$ cat src/rtl/sdinit_pkg.sv
// Package for the SD/MMC card initialisation sequencer.
// Holds the item and result types, the phase and code enums and the command constants.
// No dependencies.
`default_nettype none

package sdinit_pkg;

  // Input action codes
  typedef enum logic [1:0] {
    ACT_START = 2'd0,
    ACT_DONE  = 2'd1,
    ACT_TICK  = 2'd2
  } action_e;

  // Response kinds of an issued command
  typedef enum logic [1:0] {
    RSP_NONE  = 2'd0,
    RSP_SHORT = 2'd1,
    RSP_LONG  = 2'd2
  } resp_kind_e;

  // Reported initialisation status
  typedef enum logic [1:0] {
    STAT_IDLE   = 2'd0,
    STAT_BUSY   = 2'd1,
    STAT_READY  = 2'd2,
    STAT_FAILED = 2'd3
  } status_e;

  // Sequencer phases
  typedef enum logic [3:0] {
    PH_IDLE   = 4'd0,
    PH_CMD0   = 4'd1,
    PH_CMD8   = 4'd2,
    PH_V2     = 4'd3,
    PH_PROBE  = 4'd4,
    PH_V1     = 4'd5,
    PH_CMD2   = 4'd6,
    PH_CMD3   = 4'd7,
    PH_CMD9   = 4'd8,
    PH_CMD7   = 4'd9,
    PH_CMD16  = 4'd10,
    PH_READY  = 4'd11,
    PH_FAILED = 4'd12
  } phase_e;

  // Configuration register indexes
  localparam logic CFG_TIMEOUT  = 1'b0;
  localparam logic CFG_BLOCKLEN = 1'b1;

  // Register reset values
  localparam logic [15:0] TIMEOUT_RESET  = 16'd1000;
  localparam logic [11:0] BLOCKLEN_RESET = 12'd512;

  // Command indexes
  localparam logic [5:0] CMD_GO_IDLE   = 6'd0;
  localparam logic [5:0] CMD_SEND_OP   = 6'd1;
  localparam logic [5:0] CMD_ALL_CID   = 6'd2;
  localparam logic [5:0] CMD_SET_RCA   = 6'd3;
  localparam logic [5:0] CMD_SELECT    = 6'd7;
  localparam logic [5:0] CMD_IF_COND   = 6'd8;
  localparam logic [5:0] CMD_SEND_CSD  = 6'd9;
  localparam logic [5:0] CMD_BLOCKLEN  = 6'd16;
  localparam logic [5:0] CMD_APP_OP    = 6'd41;
  localparam logic [5:0] CMD_APP_CMD   = 6'd55;

  // Command arguments and response masks
  localparam logic [31:0] ARG_IF_COND   = 32'h0000_01AA;
  localparam logic [11:0] IF_COND_ECHO  = 12'h1AA;
  localparam logic [31:0] ARG_OCR_HCS   = 32'h40FF_8000;
  localparam logic [31:0] ARG_OCR       = 32'h00FF_8000;
  localparam logic [31:0] ARG_MMC_RCA   = 32'h0001_0000;
  localparam logic [31:0] R1_ERR_MASK   = 32'hFDF9_0000;

  // Bit positions in responses
  localparam int unsigned APP_CMD_BIT = 5;
  localparam int unsigned OCR_BUSY    = 31;
  localparam int unsigned OCR_CCS     = 30;

  // Card kind bits
  localparam logic [3:0] KIND_MMC   = 4'b0001;
  localparam logic [3:0] KIND_SD1   = 4'b0010;
  localparam logic [3:0] KIND_SD2   = 4'b0100;
  localparam logic [3:0] KIND_BLOCK = 4'b1000;

  typedef struct packed {
    logic [1:0]  action;
    logic        cmd_sent;
    logic        resp_timeout;
    logic        crc_fail;
    logic        resp_received;
    logic [31:0] resp_word;
  } item_t;

  typedef struct packed {
    logic        issue_cmd;
    logic [5:0]  cmd_index;
    logic [31:0] cmd_arg;
    logic [1:0]  resp_kind;
    logic [1:0]  init_status;
    logic [3:0]  card_kind;
    logic [15:0] card_address;
  } result_t;

endpackage

`default_nettype wire

$ cat src/rtl/sdinit_if.sv
// Valid/ready channel interfaces for the card initialisation sequencer.
// One interface for input items and one for results; no dependencies.
`default_nettype none

interface sdinit_in_if;
  logic        valid;
  logic        ready;
  logic [1:0]  action;
  logic        cmd_sent;
  logic        resp_timeout;
  logic        crc_fail;
  logic        resp_received;
  logic [31:0] resp_word;

  modport source (
    output valid, action, cmd_sent, resp_timeout, crc_fail, resp_received, resp_word,
    input  ready
  );
  modport sink (
    input  valid, action, cmd_sent, resp_timeout, crc_fail, resp_received, resp_word,
    output ready
  );
endinterface

interface sdinit_out_if;
  logic        valid;
  logic        ready;
  logic        issue_cmd;
  logic [5:0]  cmd_index;
  logic [31:0] cmd_arg;
  logic [1:0]  resp_kind;
  logic [1:0]  init_status;
  logic [3:0]  card_kind;
  logic [15:0] card_address;

  modport source (
    output valid, issue_cmd, cmd_index, cmd_arg, resp_kind, init_status, card_kind,
           card_address,
    input  ready
  );
  modport sink (
    input  valid, issue_cmd, cmd_index, cmd_arg, resp_kind, init_status, card_kind,
           card_address,
    output ready
  );
endinterface

`default_nettype wire

$ cat src/rtl/sdinit_ctrl.sv
// Sequencer state and decision logic for card identification.
// Depends on sdinit_pkg; produces one result per processed transaction.
`default_nettype none

module sdinit_ctrl #(
  parameter int unsigned ELAPSED_BITS = 16
) (
  input  wire                  clk_i,
  input  wire                  rst_ni,
  input  wire                  step_i,
  input  sdinit_pkg::item_t    item_i,
  input  wire  [15:0]          timeout_i,
  input  wire  [11:0]          blk_len_i,
  output sdinit_pkg::result_t  result_o
);

  localparam int unsigned CmpW = (ELAPSED_BITS > 16) ? ELAPSED_BITS : 16;
  localparam logic [ELAPSED_BITS-1:0] ElMax = {ELAPSED_BITS{1'b1}};

  sdinit_pkg::phase_e        phase_q, phase_d;
  logic [3:0]                kind_q, kind_d;
  logic [15:0]               rca_q, rca_d;
  logic [ELAPSED_BITS-1:0]   el_q, el_d;
  logic                      pend_q, pend_d;
  logic                      cmd1_q, cmd1_d;

  logic                      busy;
  logic                      ok_plain;
  logic                      ok_tol;
  logic                      prefix_ok;
  logic                      el_sat;
  logic                      el_below;
  logic                      el_above;
  logic [31:0]               w;

  // State register
  always_ff @(posedge clk_i or negedge rst_ni) begin
    if (!rst_ni) begin
      phase_q <= sdinit_pkg::PH_IDLE;
      kind_q  <= '0;
      rca_q   <= '0;
      el_q    <= '0;
      pend_q  <= 1'b0;
      cmd1_q  <= 1'b0;
    end else if (step_i) begin
      phase_q <= phase_d;
      kind_q  <= kind_d;
      rca_q   <= rca_d;
      el_q    <= el_d;
      pend_q  <= pend_d;
      cmd1_q  <= cmd1_d;
    end
  end

  // Completion judgement; a CRC error is tolerated for the polling commands only.
  assign w         = item_i.resp_word;
  assign ok_plain  = !item_i.resp_timeout && !item_i.crc_fail;
  assign ok_tol    = !item_i.resp_timeout;
  assign prefix_ok = ok_plain && w[sdinit_pkg::APP_CMD_BIT];
  assign busy      = (phase_q != sdinit_pkg::PH_IDLE) && (phase_q != sdinit_pkg::PH_READY) &&
                     (phase_q != sdinit_pkg::PH_FAILED);

  // Timeout comparisons against the polling budget
  assign el_sat   = (el_q == ElMax);
  assign el_below = (CmpW'(el_q) < CmpW'(timeout_i)) && !el_sat;
  assign el_above = (CmpW'(el_q) > CmpW'(timeout_i)) || el_sat;

  // Next state and the command to issue
  always_comb begin
    phase_d  = phase_q;
    kind_d   = kind_q;
    rca_d    = rca_q;
    el_d     = el_q;
    pend_d   = pend_q;
    cmd1_d   = cmd1_q;
    result_o = '0;

    case (item_i.action)
      sdinit_pkg::ACT_START: begin
        phase_d            = sdinit_pkg::PH_CMD0;
        el_d               = '0;
        pend_d             = 1'b0;
        result_o.issue_cmd = 1'b1;
        result_o.cmd_index = sdinit_pkg::CMD_GO_IDLE;
        result_o.resp_kind = sdinit_pkg::RSP_NONE;
      end
      sdinit_pkg::ACT_TICK: begin
        if (busy && !el_sat) begin
          el_d = el_q + 1'b1;
        end
      end
      sdinit_pkg::ACT_DONE: begin
        if (busy) begin
          case (phase_q)
            sdinit_pkg::PH_CMD0: begin
              el_d               = '0;
              phase_d            = sdinit_pkg::PH_CMD8;
              result_o.issue_cmd = 1'b1;
              result_o.cmd_index = sdinit_pkg::CMD_IF_COND;
              result_o.cmd_arg   = sdinit_pkg::ARG_IF_COND;
              result_o.resp_kind = sdinit_pkg::RSP_SHORT;
            end
            sdinit_pkg::PH_CMD8: begin
              if (ok_plain && (w[11:0] == sdinit_pkg::IF_COND_ECHO)) begin
                kind_d  = '0;
                phase_d = sdinit_pkg::PH_V2;
              end else begin
                phase_d = sdinit_pkg::PH_PROBE;
              end
              pend_d             = 1'b1;
              result_o.issue_cmd = 1'b1;
              result_o.cmd_index = sdinit_pkg::CMD_APP_CMD;
              result_o.cmd_arg   = {rca_q, 16'h0000};
              result_o.resp_kind = sdinit_pkg::RSP_SHORT;
            end
            sdinit_pkg::PH_V2: begin
              pend_d = 1'b0;
              if (pend_q && prefix_ok) begin
                result_o.issue_cmd = 1'b1;
                result_o.cmd_index = sdinit_pkg::CMD_APP_OP;
                result_o.cmd_arg   = sdinit_pkg::ARG_OCR_HCS;
                result_o.resp_kind = sdinit_pkg::RSP_SHORT;
              end else if (!pend_q && ok_tol && w[sdinit_pkg::OCR_BUSY]) begin
                kind_d = w[sdinit_pkg::OCR_CCS] ? (sdinit_pkg::KIND_SD2 | sdinit_pkg::KIND_BLOCK)
                                                : sdinit_pkg::KIND_SD2;
                phase_d            = sdinit_pkg::PH_CMD2;
                result_o.issue_cmd = 1'b1;
                result_o.cmd_index = sdinit_pkg::CMD_ALL_CID;
                result_o.resp_kind = sdinit_pkg::RSP_LONG;
              end else if (el_below) begin
                pend_d             = 1'b1;
                result_o.issue_cmd = 1'b1;
                result_o.cmd_index = sdinit_pkg::CMD_APP_CMD;
                result_o.cmd_arg   = {rca_q, 16'h0000};
                result_o.resp_kind = sdinit_pkg::RSP_SHORT;
              end else begin
                phase_d = sdinit_pkg::PH_FAILED;
              end
            end
            sdinit_pkg::PH_PROBE: begin
              pend_d = 1'b0;
              if (pend_q && prefix_ok) begin
                result_o.issue_cmd = 1'b1;
                result_o.cmd_index = sdinit_pkg::CMD_APP_OP;
                result_o.cmd_arg   = sdinit_pkg::ARG_OCR;
                result_o.resp_kind = sdinit_pkg::RSP_SHORT;
              end else if (!pend_q && ok_tol) begin
                // The card answered ACMD41: an SD v1 card
                kind_d             = sdinit_pkg::KIND_SD1;
                cmd1_d             = 1'b0;
                phase_d            = sdinit_pkg::PH_V1;
                pend_d             = 1'b1;
                result_o.issue_cmd = 1'b1;
                result_o.cmd_index = sdinit_pkg::CMD_APP_CMD;
                result_o.cmd_arg   = {rca_q, 16'h0000};
                result_o.resp_kind = sdinit_pkg::RSP_SHORT;
              end else begin
                // No answer to the app command: treat it as an MMC card
                kind_d             = sdinit_pkg::KIND_MMC;
                cmd1_d             = 1'b1;
                phase_d            = sdinit_pkg::PH_V1;
                result_o.issue_cmd = 1'b1;
                result_o.cmd_index = sdinit_pkg::CMD_SEND_OP;
                result_o.cmd_arg   = sdinit_pkg::ARG_OCR;
                result_o.resp_kind = sdinit_pkg::RSP_SHORT;
              end
            end
            sdinit_pkg::PH_V1: begin
              pend_d = 1'b0;
              if (pend_q && prefix_ok) begin
                result_o.issue_cmd = 1'b1;
                result_o.cmd_index = sdinit_pkg::CMD_APP_OP;
                result_o.cmd_arg   = sdinit_pkg::ARG_OCR;
                result_o.resp_kind = sdinit_pkg::RSP_SHORT;
              end else if (!pend_q && ok_tol && w[sdinit_pkg::OCR_BUSY]) begin
                phase_d            = sdinit_pkg::PH_CMD2;
                result_o.issue_cmd = 1'b1;
                result_o.cmd_index = sdinit_pkg::CMD_ALL_CID;
                result_o.resp_kind = sdinit_pkg::RSP_LONG;
              end else if (el_above) begin
                phase_d = sdinit_pkg::PH_FAILED;
              end else if (cmd1_q) begin
                result_o.issue_cmd = 1'b1;
                result_o.cmd_index = sdinit_pkg::CMD_SEND_OP;
                result_o.cmd_arg   = sdinit_pkg::ARG_OCR;
                result_o.resp_kind = sdinit_pkg::RSP_SHORT;
              end else begin
                pend_d             = 1'b1;
                result_o.issue_cmd = 1'b1;
                result_o.cmd_index = sdinit_pkg::CMD_APP_CMD;
                result_o.cmd_arg   = {rca_q, 16'h0000};
                result_o.resp_kind = sdinit_pkg::RSP_SHORT;
              end
            end
            sdinit_pkg::PH_CMD2: begin
              if (!ok_plain) begin
                phase_d = sdinit_pkg::PH_FAILED;
                pend_d  = 1'b0;
              end else begin
                phase_d            = sdinit_pkg::PH_CMD3;
                result_o.issue_cmd = 1'b1;
                result_o.cmd_index = sdinit_pkg::CMD_SET_RCA;
                result_o.cmd_arg   = ((kind_q & (sdinit_pkg::KIND_SD1 | sdinit_pkg::KIND_SD2))
                                      != '0) ? 32'h0 : sdinit_pkg::ARG_MMC_RCA;
                result_o.resp_kind = sdinit_pkg::RSP_SHORT;
              end
            end
            sdinit_pkg::PH_CMD3: begin
              if (!ok_plain) begin
                phase_d = sdinit_pkg::PH_FAILED;
                pend_d  = 1'b0;
              end else begin
                rca_d = ((kind_q & (sdinit_pkg::KIND_SD1 | sdinit_pkg::KIND_SD2)) != '0)
                        ? w[31:16] : 16'd1;
                phase_d            = sdinit_pkg::PH_CMD9;
                result_o.issue_cmd = 1'b1;
                result_o.cmd_index = sdinit_pkg::CMD_SEND_CSD;
                result_o.cmd_arg   = {rca_d, 16'h0000};
                result_o.resp_kind = sdinit_pkg::RSP_LONG;
              end
            end
            sdinit_pkg::PH_CMD9: begin
              if (!ok_plain) begin
                phase_d = sdinit_pkg::PH_FAILED;
                pend_d  = 1'b0;
              end else begin
                phase_d            = sdinit_pkg::PH_CMD7;
                result_o.issue_cmd = 1'b1;
                result_o.cmd_index = sdinit_pkg::CMD_SELECT;
                result_o.cmd_arg   = {rca_q, 16'h0000};
                result_o.resp_kind = sdinit_pkg::RSP_SHORT;
              end
            end
            sdinit_pkg::PH_CMD7: begin
              if (!ok_plain) begin
                phase_d = sdinit_pkg::PH_FAILED;
                pend_d  = 1'b0;
              end else if ((kind_q & sdinit_pkg::KIND_BLOCK) != '0) begin
                phase_d = sdinit_pkg::PH_READY;
              end else begin
                phase_d            = sdinit_pkg::PH_CMD16;
                result_o.issue_cmd = 1'b1;
                result_o.cmd_index = sdinit_pkg::CMD_BLOCKLEN;
                result_o.cmd_arg   = {20'h00000, blk_len_i};
                result_o.resp_kind = sdinit_pkg::RSP_SHORT;
              end
            end
            sdinit_pkg::PH_CMD16: begin
              if (ok_plain && ((w & sdinit_pkg::R1_ERR_MASK) == '0)) begin
                phase_d = sdinit_pkg::PH_READY;
              end else begin
                phase_d = sdinit_pkg::PH_FAILED;
                pend_d  = 1'b0;
              end
            end
            default: begin
            end
          endcase
        end
      end
      default: begin
      end
    endcase

    // Status and card identity after this transaction
    case (phase_d)
      sdinit_pkg::PH_IDLE:   result_o.init_status = sdinit_pkg::STAT_IDLE;
      sdinit_pkg::PH_READY:  result_o.init_status = sdinit_pkg::STAT_READY;
      sdinit_pkg::PH_FAILED: result_o.init_status = sdinit_pkg::STAT_FAILED;
      default:               result_o.init_status = sdinit_pkg::STAT_BUSY;
    endcase
    result_o.card_kind    = kind_d;
    result_o.card_address = rca_d;
  end

`ifndef SYNTH
  // An app command prefix is only outstanding during operating condition polling.
  a_pend_phase: assert property (@(posedge clk_i) disable iff (!rst_ni)
    pend_q |-> (phase_q == sdinit_pkg::PH_V2 || phase_q == sdinit_pkg::PH_PROBE ||
                phase_q == sdinit_pkg::PH_V1))
    else $error("app prefix pending outside a polling phase");

  // A start transaction always restarts the sequence at CMD0.
  a_start: assert property (@(posedge clk_i) disable iff (!rst_ni)
    (step_i && item_i.action == sdinit_pkg::ACT_START) |=> (phase_q == sdinit_pkg::PH_CMD0))
    else $error("start did not restart the sequence");

  // A command is only ever issued while the sequence is busy.
  a_issue_busy: assert property (@(posedge clk_i) disable iff (!rst_ni)
    (step_i && result_o.issue_cmd) |-> (result_o.init_status == sdinit_pkg::STAT_BUSY))
    else $error("command issued outside busy");

  // Polling with CMD1 belongs to an MMC card.
  a_cmd1_mmc: assert property (@(posedge clk_i) disable iff (!rst_ni)
    (phase_q == sdinit_pkg::PH_V1 && cmd1_q) |-> (kind_q == sdinit_pkg::KIND_MMC))
    else $error("CMD1 polling without MMC kind");

  // The millisecond count moves only with a processed transaction.
  a_el_stable: assert property (@(posedge clk_i) disable iff (!rst_ni)
    !step_i |=> $stable(el_q))
    else $error("elapsed count changed without a transaction");
`endif

endmodule

`default_nettype wire

$ cat src/rtl/sd_card_init_sequencer.sv
// Top level of the SD/MMC card initialisation sequencer.
// Depends on sdinit_pkg, sdinit_if and sdinit_ctrl.
`default_nettype none

// The sequencer takes one transaction per clock cycle while the sink keeps up and
// returns exactly one result for each: the transaction is captured in an input
// register, the decision logic of sdinit_ctrl updates the card state in one pass,
// and the result is held in an output register until the sink takes it.
// While the sink stalls, the input register absorbs one further transaction before
// ready drops. A start transaction issues CMD0 and every result carries the command
// to issue next, if any, along with status, card kind and relative card address.
// Configuration writes are taken at any edge with cfg_we_i high and must only be
// made while no transaction is in flight.
module sd_card_init_sequencer #(
  parameter int unsigned ELAPSED_BITS = 16
) (
  input  wire               clk_i,
  input  wire               rst_ni,
  input  wire               cfg_we_i,
  input  wire               cfg_index_i,
  input  wire  [15:0]       cfg_wdata_i,
  sdinit_in_if.sink         item_i,
  sdinit_out_if.source      result_o
);

  logic                 in_vld_q;
  sdinit_pkg::item_t    item_q;
  logic                 out_vld_q, out_vld_d;
  sdinit_pkg::result_t  res_q, res_d;
  logic [15:0]          timeout_q;
  logic [11:0]          blk_len_q;
  logic                 step;

  // Configuration registers
  always_ff @(posedge clk_i or negedge rst_ni) begin
    if (!rst_ni) begin
      timeout_q <= sdinit_pkg::TIMEOUT_RESET;
      blk_len_q <= sdinit_pkg::BLOCKLEN_RESET;
    end else if (cfg_we_i) begin
      case (cfg_index_i)
        sdinit_pkg::CFG_TIMEOUT:  timeout_q <= cfg_wdata_i;
        sdinit_pkg::CFG_BLOCKLEN: blk_len_q <= cfg_wdata_i[11:0];
        default: begin
        end
      endcase
    end
  end

  // A transaction is processed when the result register is free or being emptied.
  assign step         = in_vld_q && (!out_vld_q || result_o.ready);
  assign item_i.ready = !in_vld_q || step;

  // Input register
  always_ff @(posedge clk_i or negedge rst_ni) begin
    if (!rst_ni) begin
      in_vld_q <= 1'b0;
    end else if (item_i.ready) begin
      in_vld_q <= item_i.valid;
    end
  end

  always_ff @(posedge clk_i) begin
    if (item_i.valid && item_i.ready) begin
      item_q.action        <= item_i.action;
      item_q.cmd_sent      <= item_i.cmd_sent;
      item_q.resp_timeout  <= item_i.resp_timeout;
      item_q.crc_fail      <= item_i.crc_fail;
      item_q.resp_received <= item_i.resp_received;
      item_q.resp_word     <= item_i.resp_word;
    end
  end

  sdinit_ctrl #(
    .ELAPSED_BITS(ELAPSED_BITS)
  ) u_ctrl (
    .clk_i    (clk_i),
    .rst_ni   (rst_ni),
    .step_i   (step),
    .item_i   (item_q),
    .timeout_i(timeout_q),
    .blk_len_i(blk_len_q),
    .result_o (res_d)
  );

  // Result register
  always_comb begin
    if (step) begin
      out_vld_d = 1'b1;
    end else if (result_o.ready) begin
      out_vld_d = 1'b0;
    end else begin
      out_vld_d = out_vld_q;
    end
  end

  always_ff @(posedge clk_i or negedge rst_ni) begin
    if (!rst_ni) begin
      out_vld_q <= 1'b0;
    end else begin
      out_vld_q <= out_vld_d;
    end
  end

  always_ff @(posedge clk_i) begin
    if (step) begin
      res_q <= res_d;
    end
  end

  assign result_o.valid        = out_vld_q;
  assign result_o.issue_cmd    = res_q.issue_cmd;
  assign result_o.cmd_index    = res_q.cmd_index;
  assign result_o.cmd_arg      = res_q.cmd_arg;
  assign result_o.resp_kind    = res_q.resp_kind;
  assign result_o.init_status  = res_q.init_status;
  assign result_o.card_kind    = res_q.card_kind;
  assign result_o.card_address = res_q.card_address;

endmodule

`default_nettype wire
$ cat src/flat_wrapper.sv
// flat-port wrapper written by rule: the top's interface ports become plain ports
module sd_card_init_sequencer_flat 
#(
  parameter int unsigned ELAPSED_BITS = 16
)
  (clk_i, rst_ni, cfg_we_i, cfg_index_i, cfg_wdata_i, item_i_valid, item_i_action, item_i_cmd_sent, item_i_resp_timeout, item_i_crc_fail, item_i_resp_received, item_i_resp_word, item_i_ready, result_o_valid, result_o_issue_cmd, result_o_cmd_index, result_o_cmd_arg, result_o_resp_kind, result_o_init_status, result_o_card_kind, result_o_card_address, result_o_ready);
  sdinit_in_if item_i_i ();
  sdinit_out_if result_o_i ();
  input  wire clk_i;
  input  wire rst_ni;
  input  wire cfg_we_i;
  input  wire cfg_index_i;
  input  wire  [15:0] cfg_wdata_i;
  input wire logic [$bits(item_i_i.valid)-1:0] item_i_valid;
  input wire logic [$bits(item_i_i.action)-1:0] item_i_action;
  input wire logic [$bits(item_i_i.cmd_sent)-1:0] item_i_cmd_sent;
  input wire logic [$bits(item_i_i.resp_timeout)-1:0] item_i_resp_timeout;
  input wire logic [$bits(item_i_i.crc_fail)-1:0] item_i_crc_fail;
  input wire logic [$bits(item_i_i.resp_received)-1:0] item_i_resp_received;
  input wire logic [$bits(item_i_i.resp_word)-1:0] item_i_resp_word;
  output wire logic [$bits(item_i_i.ready)-1:0] item_i_ready;
  output wire logic [$bits(result_o_i.valid)-1:0] result_o_valid;
  output wire logic [$bits(result_o_i.issue_cmd)-1:0] result_o_issue_cmd;
  output wire logic [$bits(result_o_i.cmd_index)-1:0] result_o_cmd_index;
  output wire logic [$bits(result_o_i.cmd_arg)-1:0] result_o_cmd_arg;
  output wire logic [$bits(result_o_i.resp_kind)-1:0] result_o_resp_kind;
  output wire logic [$bits(result_o_i.init_status)-1:0] result_o_init_status;
  output wire logic [$bits(result_o_i.card_kind)-1:0] result_o_card_kind;
  output wire logic [$bits(result_o_i.card_address)-1:0] result_o_card_address;
  input wire logic [$bits(result_o_i.ready)-1:0] result_o_ready;
  assign item_i_i.valid = item_i_valid;
  assign item_i_i.action = item_i_action;
  assign item_i_i.cmd_sent = item_i_cmd_sent;
  assign item_i_i.resp_timeout = item_i_resp_timeout;
  assign item_i_i.crc_fail = item_i_crc_fail;
  assign item_i_i.resp_received = item_i_resp_received;
  assign item_i_i.resp_word = item_i_resp_word;
  assign item_i_ready = item_i_i.ready;
  assign result_o_valid = result_o_i.valid;
  assign result_o_issue_cmd = result_o_i.issue_cmd;
  assign result_o_cmd_index = result_o_i.cmd_index;
  assign result_o_cmd_arg = result_o_i.cmd_arg;
  assign result_o_resp_kind = result_o_i.resp_kind;
  assign result_o_init_status = result_o_i.init_status;
  assign result_o_card_kind = result_o_i.card_kind;
  assign result_o_card_address = result_o_i.card_address;
  assign result_o_i.ready = result_o_ready;
  sd_card_init_sequencer #(.ELAPSED_BITS(ELAPSED_BITS)) u_core (.clk_i(clk_i), .rst_ni(rst_ni), .cfg_we_i(cfg_we_i), .cfg_index_i(cfg_index_i), .cfg_wdata_i(cfg_wdata_i), .item_i(item_i_i), .result_o(result_o_i));
endmodule
$ cat config.mk
export PLATFORM = sky130hd
export DESIGN_NAME = sd_card_init_sequencer_flat
export DESIGN_NICKNAME = d
export VERILOG_FILES = /design/src/rtl/sdinit_pkg.sv /design/src/rtl/sdinit_if.sv /design/src/rtl/sdinit_ctrl.sv /design/src/rtl/sd_card_init_sequencer.sv /design/src/flat_wrapper.sv
export SDC_FILE = /design/constraint.sdc
export NUM_CORES = 1
export LEC_CHECK = 0
export ABC_AREA = 1
export BUFFER_PORTS_ARGS = -buffer_cell sky130_fd_sc_hd__buf_4
export CORE_ASPECT_RATIO = 0.6
export CORE_MARGIN = 2
export CORE_UTILIZATION = 50
export CTS_BUF_LIST = sky130_fd_sc_hd__clkbuf_16
export DETAILED_ROUTE_END_ITERATION = 10
export HOLD_SLACK_MARGIN = 0.05
export PLACE_DENSITY = 0.71
export SLEW_MARGIN = 40
export SYNTH_ARGS = -nofsm -noshare
export SYNTH_HDL_FRONTEND = slang
export SYNTH_HIERARCHICAL = 1
export SYNTH_SLANG_ARGS = --single-unit
export TNS_END_PERCENT = 50
$ cat constraint.sdc
create_clock -name clk_i -period 14.85 [get_ports clk_i]
set_clock_uncertainty 0.15 [all_clocks]
set_input_delay 0.7425 -clock clk_i [delete_from_list [all_inputs] [get_ports clk_i]]
set_output_delay 0.7425 -clock clk_i [all_outputs]
set_load 0.01 [all_outputs]
# Word level (Yosys, flattened, before mapping)
# Index checks and enable logic that the tools add are counted.
[totals]
input_bits = 60
register_bits = 171
out_inout_bits = 65
elab_cells = 162
[classes]
bitwise = 2
reduce_logical = 37
muxes = 75
add_sub_neg = 1
n_lt_le_gt_ge = 2
n_eq_ne = 24
[ops]
columns = ["op", "n"]
rows = [
  ["two-way mux 41 bit", 10],
  ["one-hot mux 41 bit (9 select lines)", 1],
  ["two-way mux 16 bit", 8],
  ["two-way mux 40 bit", 3],
  ["two-way mux 32 bit", 2],
  ["two-way mux 4 bit", 16],
  ["one-hot mux 16 bit (3 select lines)", 1],
  ["one-hot mux 4 bit (10 select lines)", 1],
  ["logical NOT 32 bit", 1],
  ["equality test 4 bit (second input constant)", 5],
  ["two-way mux 17 bit", 1],
  ["adder 16 x 1 -> 16 bit (second input constant)", 1],
  ["equality test 16 bit (second input constant)", 1],
  ["equality test 4 x 3 -> 1 bit (second input constant)", 4],
  ["> comparator 16 bit", 1],
  ["less-than comparator 16 bit", 1],
  ["two-way mux 1 bit", 16],
  ["two-way mux 3 bit", 5],
  ["two-way mux 7 bit", 2],
  ["one-hot mux 7 bit (2 select lines)", 1],
  ["logical AND 1 bit", 13],
  ["equality test 12 x 9 -> 1 bit (second input constant)", 1],
  ["one-hot mux 4 bit (3 select lines)", 1],
  ["AND reduction 5 bit", 2],
  ["other kinds (25)", 43],
]

# Longest topological paths before layout
[depth]
depth_word = 11
mapped_depth = 22
mapped_depth_nobuf = 22

# Hierarchy
# The synthesis kept the hierarchy.
[by_module_without_submodules]
columns = ["module", "area_each_um2", "cells_per_inst", "instances"]
rows = [
  ["sd_card_init_sequencer", 4261.6, 235, 1],
  ["sdinit_ctrl", 4226.6, 685, 1],
]

# Worst setup path after synthesis
# Ideal clock, no wire load.
[synth_timing]
path_type = "input -> register"
start = "input result_o_ready"
end = "register u_core.u_ctrl.el_q[11]"
arrival_ps = 6181
path_buffers = 0
slack_ps = 8399
cell_stages = 13
cell_sequence = "inv_1 a21oi_1 inv_1 nor2_4 nand2_2 o22ai_4 o21ai_4 nor2_4 inv_2 nor3_4 nand3_1 nand2_1 a21oi_1"
[synth_between]
elab_chain_cells = 3
[synth_lines]
columns = ["element", "line", "rtl"]
rows = [
  ["start: declaration", "flat_wrapper.sv:30", "input wire logic [$bits(result_o_i.ready)-1:0] result_o_ready;"],
  ["logical OR 1 bit", "sd_card_init_sequencer.sv:50", "assign step = in_vld_q && (!out_vld_q || result_o.ready);"],
  ["logical AND 1 bit", "sd_card_init_sequencer.sv:50", ""],
  ["AND reduction 5 bit (no line)", "-", ""],
  ["end signal: assignment", "sdinit_ctrl.sv:49", "el_q <= el_d;"],
  ["end: declaration", "sdinit_ctrl.sv:23", "logic [ELAPSED_BITS-1:0] el_q, el_d;"],
]
# No other way between the ends.
# A chain may end at the register's enable or synchronous reset.

==> flow_summary.yaml <==
grt:
  grt_pass1_wl_mm: 32.6
  overflow: 0
  grt_max_degree: 73
  grt_pass1_vias: 6172
  grt_usage: 0.240
  grt_antenna_before_repair: 0
clocking:
  cts_root_buf: "clkbuf_16"
  cts_tree: "yes"
  clk_latency_ns: 0.43
  path_clk_slew_ns: 0.07
  cts_buffer_depth: 2
  htreeDepth: 4
  cts.sinks: 167
  cts_setup_buffers: 0
  hold_buffers: 0
  cts_buffers: 17
  cts_resized: 0
pwr:
  pwr-share-seq: 0.411
  p_int_mw: 0.902
  p_comb_frac: 0.267
  leakagePower_nw: 4.58
  ir_drop_mv: 0.0837
  netSwitchingFraction: 0.357
  power.switching_mw: 0.500
  power.density_mw_per_mm2: 140
  clock_power_share: 0.322
worst_setup_path:
  crit_path_top_delay_cell: "nor2_2"
  path_buf_inv: 2
  crit_fanout: 16
  crit_required_ns: 14.99
  path_cells: "nor2_4 -> inv_2 -> nor2_2 -> inv_2 -> nor2_2 -> o21ai_0 -> nand2_1 -> o21ai_0"
  cp-end-kind: "flop"
  path_delay_family: "simple AND/OR/NAND/NOR gates"
  max_stage_delay_ns: 0.69
  startpoint_type: "flop"
  arrival_ns: 3.64
  criticalPathCategory: "flop to flop"
timing:
  relSlewSlack: 0.446
  timing.final.crit_share: 0.236
  tightest_slew_ns: 0.830
  max_freq_mhz: 285
  hold_ws_ns: 0.194
  finalSetupViolCount: 0
  tns_ns: 0
  finalCriticalPeriod_ns: 3.50
  drv_slew: 0
  hold_viol_final: 0
  rsz0062_at_grt: "no"
  setup_ws_ns: 11.35
final_layout:
  fin_nets: 1104
  antenna_cells: 0
  drive_gt1_frac: 0.208
  area_growth_syn_to_layout_pct: 20.2
routing:
  drtAntennaViolNets: 0
  viasPerCell: 5.40
  avgRoutedWirePerCell_um: 16.3
  drtPass1Iterations: 5
  drt-initial-drc-count: 649
  drc_errors: 0
  drt_wl_total_mm: 20.7
  vias: 6844
flow_run:
  maxCapViolations: 0
floorplanning:
  core-area_mm2: 0.0163
  dieArea_mm2: 0.0177
  initial_core_util: 0.511
  chipHeight_um: 104
  io_pins: 125
  num_rows: 36
  fp.dieW_um: 170
synth:
  syn_inst: 914
  ys_warn_count: 6
  synth_area_mm2: 0.00831
  avgSynthCellArea_um2: 9.09
placement:
  dp_hpwl_mm: 14.8
  io_buffers: 118
  dp_slack_ns: 11.52
  place_congestion: 0.949
worst_hold_path:
  hp-class: "input pin to asynchronous set/reset pin"
status:
  status: "complete, no violations"
power groups by stage:
stage | logic [mW] | clock network [mW] | registers, mW
after floorplan | 0.233 | 0 | 0.587
after global placement | 0.355 | 0 | 0.585
after detailed placement | 0.358 | 0 | 0.585
after CTS | 0.359 | 0.460 | 0.576
after global routing | 0.408 | 0.480 | 0.582
final | 0.374 | 0.451 | 0.577
cell usage in the layout (no fill, tap or decap), types with 6 or more instances in the layout:
| cell type | instances |
|---|---|
| nand2_1 | 217 |
| buf_4 | 120 |
| inv_1 | 107 |
| edfxtp_1 | 95 |
| nand3_1 | 78 |
| nor2_1 | 67 |
| dfrtp_1 | 65 |
| o21ai_0 | 57 |
| a21oi_1 | 38 |
| o22ai_1 | 21 |
| clkbuf_16 | 17 |
| ha_1 | 17 |
| nor3_1 | 16 |
| inv_2 | 15 |
| nor2_2 | 11 |
| nand4_1 | 10 |
| dfstp_2 | 7 |
| o21ai_1 | 7 |
| o2111ai_1 | 7 |
| nand2_4 | 6 |
final timing paths:
| check | start | to | slack (ns) | cells past startpoint |
|---|---|---|---|---|
| setup / recovery | u_core/item_q[37] | u_core/u_ctrl/rca_q[0] | 11.35 | 8 |
| hold / removal | rst_ni | u_core/result_o.valid | 0.19 | 1 |
| setup reg to reg | u_core/item_q[37] | u_core/u_ctrl/rca_q[0] | 11.35 | 8 |
| hold reg to reg | u_core/timeout_q[9] | u_core/timeout_q[9] | 0.32 | 2 |
| max in group asynchronous | rst_ni | u_core/blk_len_q[1] | 13.89 | 1 |
| min in group clk_i | u_core/timeout_q[9] | u_core/timeout_q[9] | 0.32 | 2 |
worst register-to-register path, delay by kind of cell (launching register included):
family                 cells  cell delay (ns)
buffers and inverters      2             0.50
AND/OR/NAND/NOR            4             1.69
flip-flops                 1             0.58
AO/OA/AOI/OAI              2             0.44
routing by layer:
layer / part of all wire / global-route usage
met5: 0 / 0
met3: 0.11 / 0.0703
met1: 0.49 / 0.387
met4: 0.0071 / 0.0543
met2: 0.39 / 0.312
cell type report:
| class | count | area, µm² |
|---|---|---|
| timing repair buffer | 121 | 912 |
| tap | 228 | 285 |
| sequential | 167 | 4660 |
| fill | 1388 | 6280 |
| multi-input combinational | 597 | 3050 |
| clock inverter | 15 | 181 |
| inverter | 123 | 464 |
| clock buffer | 17 | 425 |
sequential cells by signal (all words and copies together) (netlist names), 6 cells and up:
| name | flops |
|---|---|
| u_core/item_q | 32 |
| u_core/u_ctrl/rca_q | 16 |
| u_core/result_o.cmd_index | 6 |
| u_core/u_ctrl/el_q | 16 |
| u_core/result_o.card_address | 16 |
| u_core/timeout_q | 16 |
| u_core/result_o.cmd_arg | 32 |
| u_core/blk_len_q | 12 |
through the flow:
| step | std cells | power, mW | instance area [µm²] | utilization |
|---|---|---|---|---|
| 6_report | 1268 | 1.40 | 9980 | 0.614 |
| 3_3_place_gp | 1236 | 0.940 | 9350 | 0.575 |
| 4_1_cts | 1268 | 1.40 | 9970 | 0.613 |
| 2_1_floorplan | 916 | 0.820 | 8320 | - |
| 3_5_place_dp | 1236 | 0.943 | 9360 | 0.576 |
| 5_1_grt | 1268 | 1.47 | 9980 | 0.614 |
Note: power is estimated with default switching activity, not from simulation.
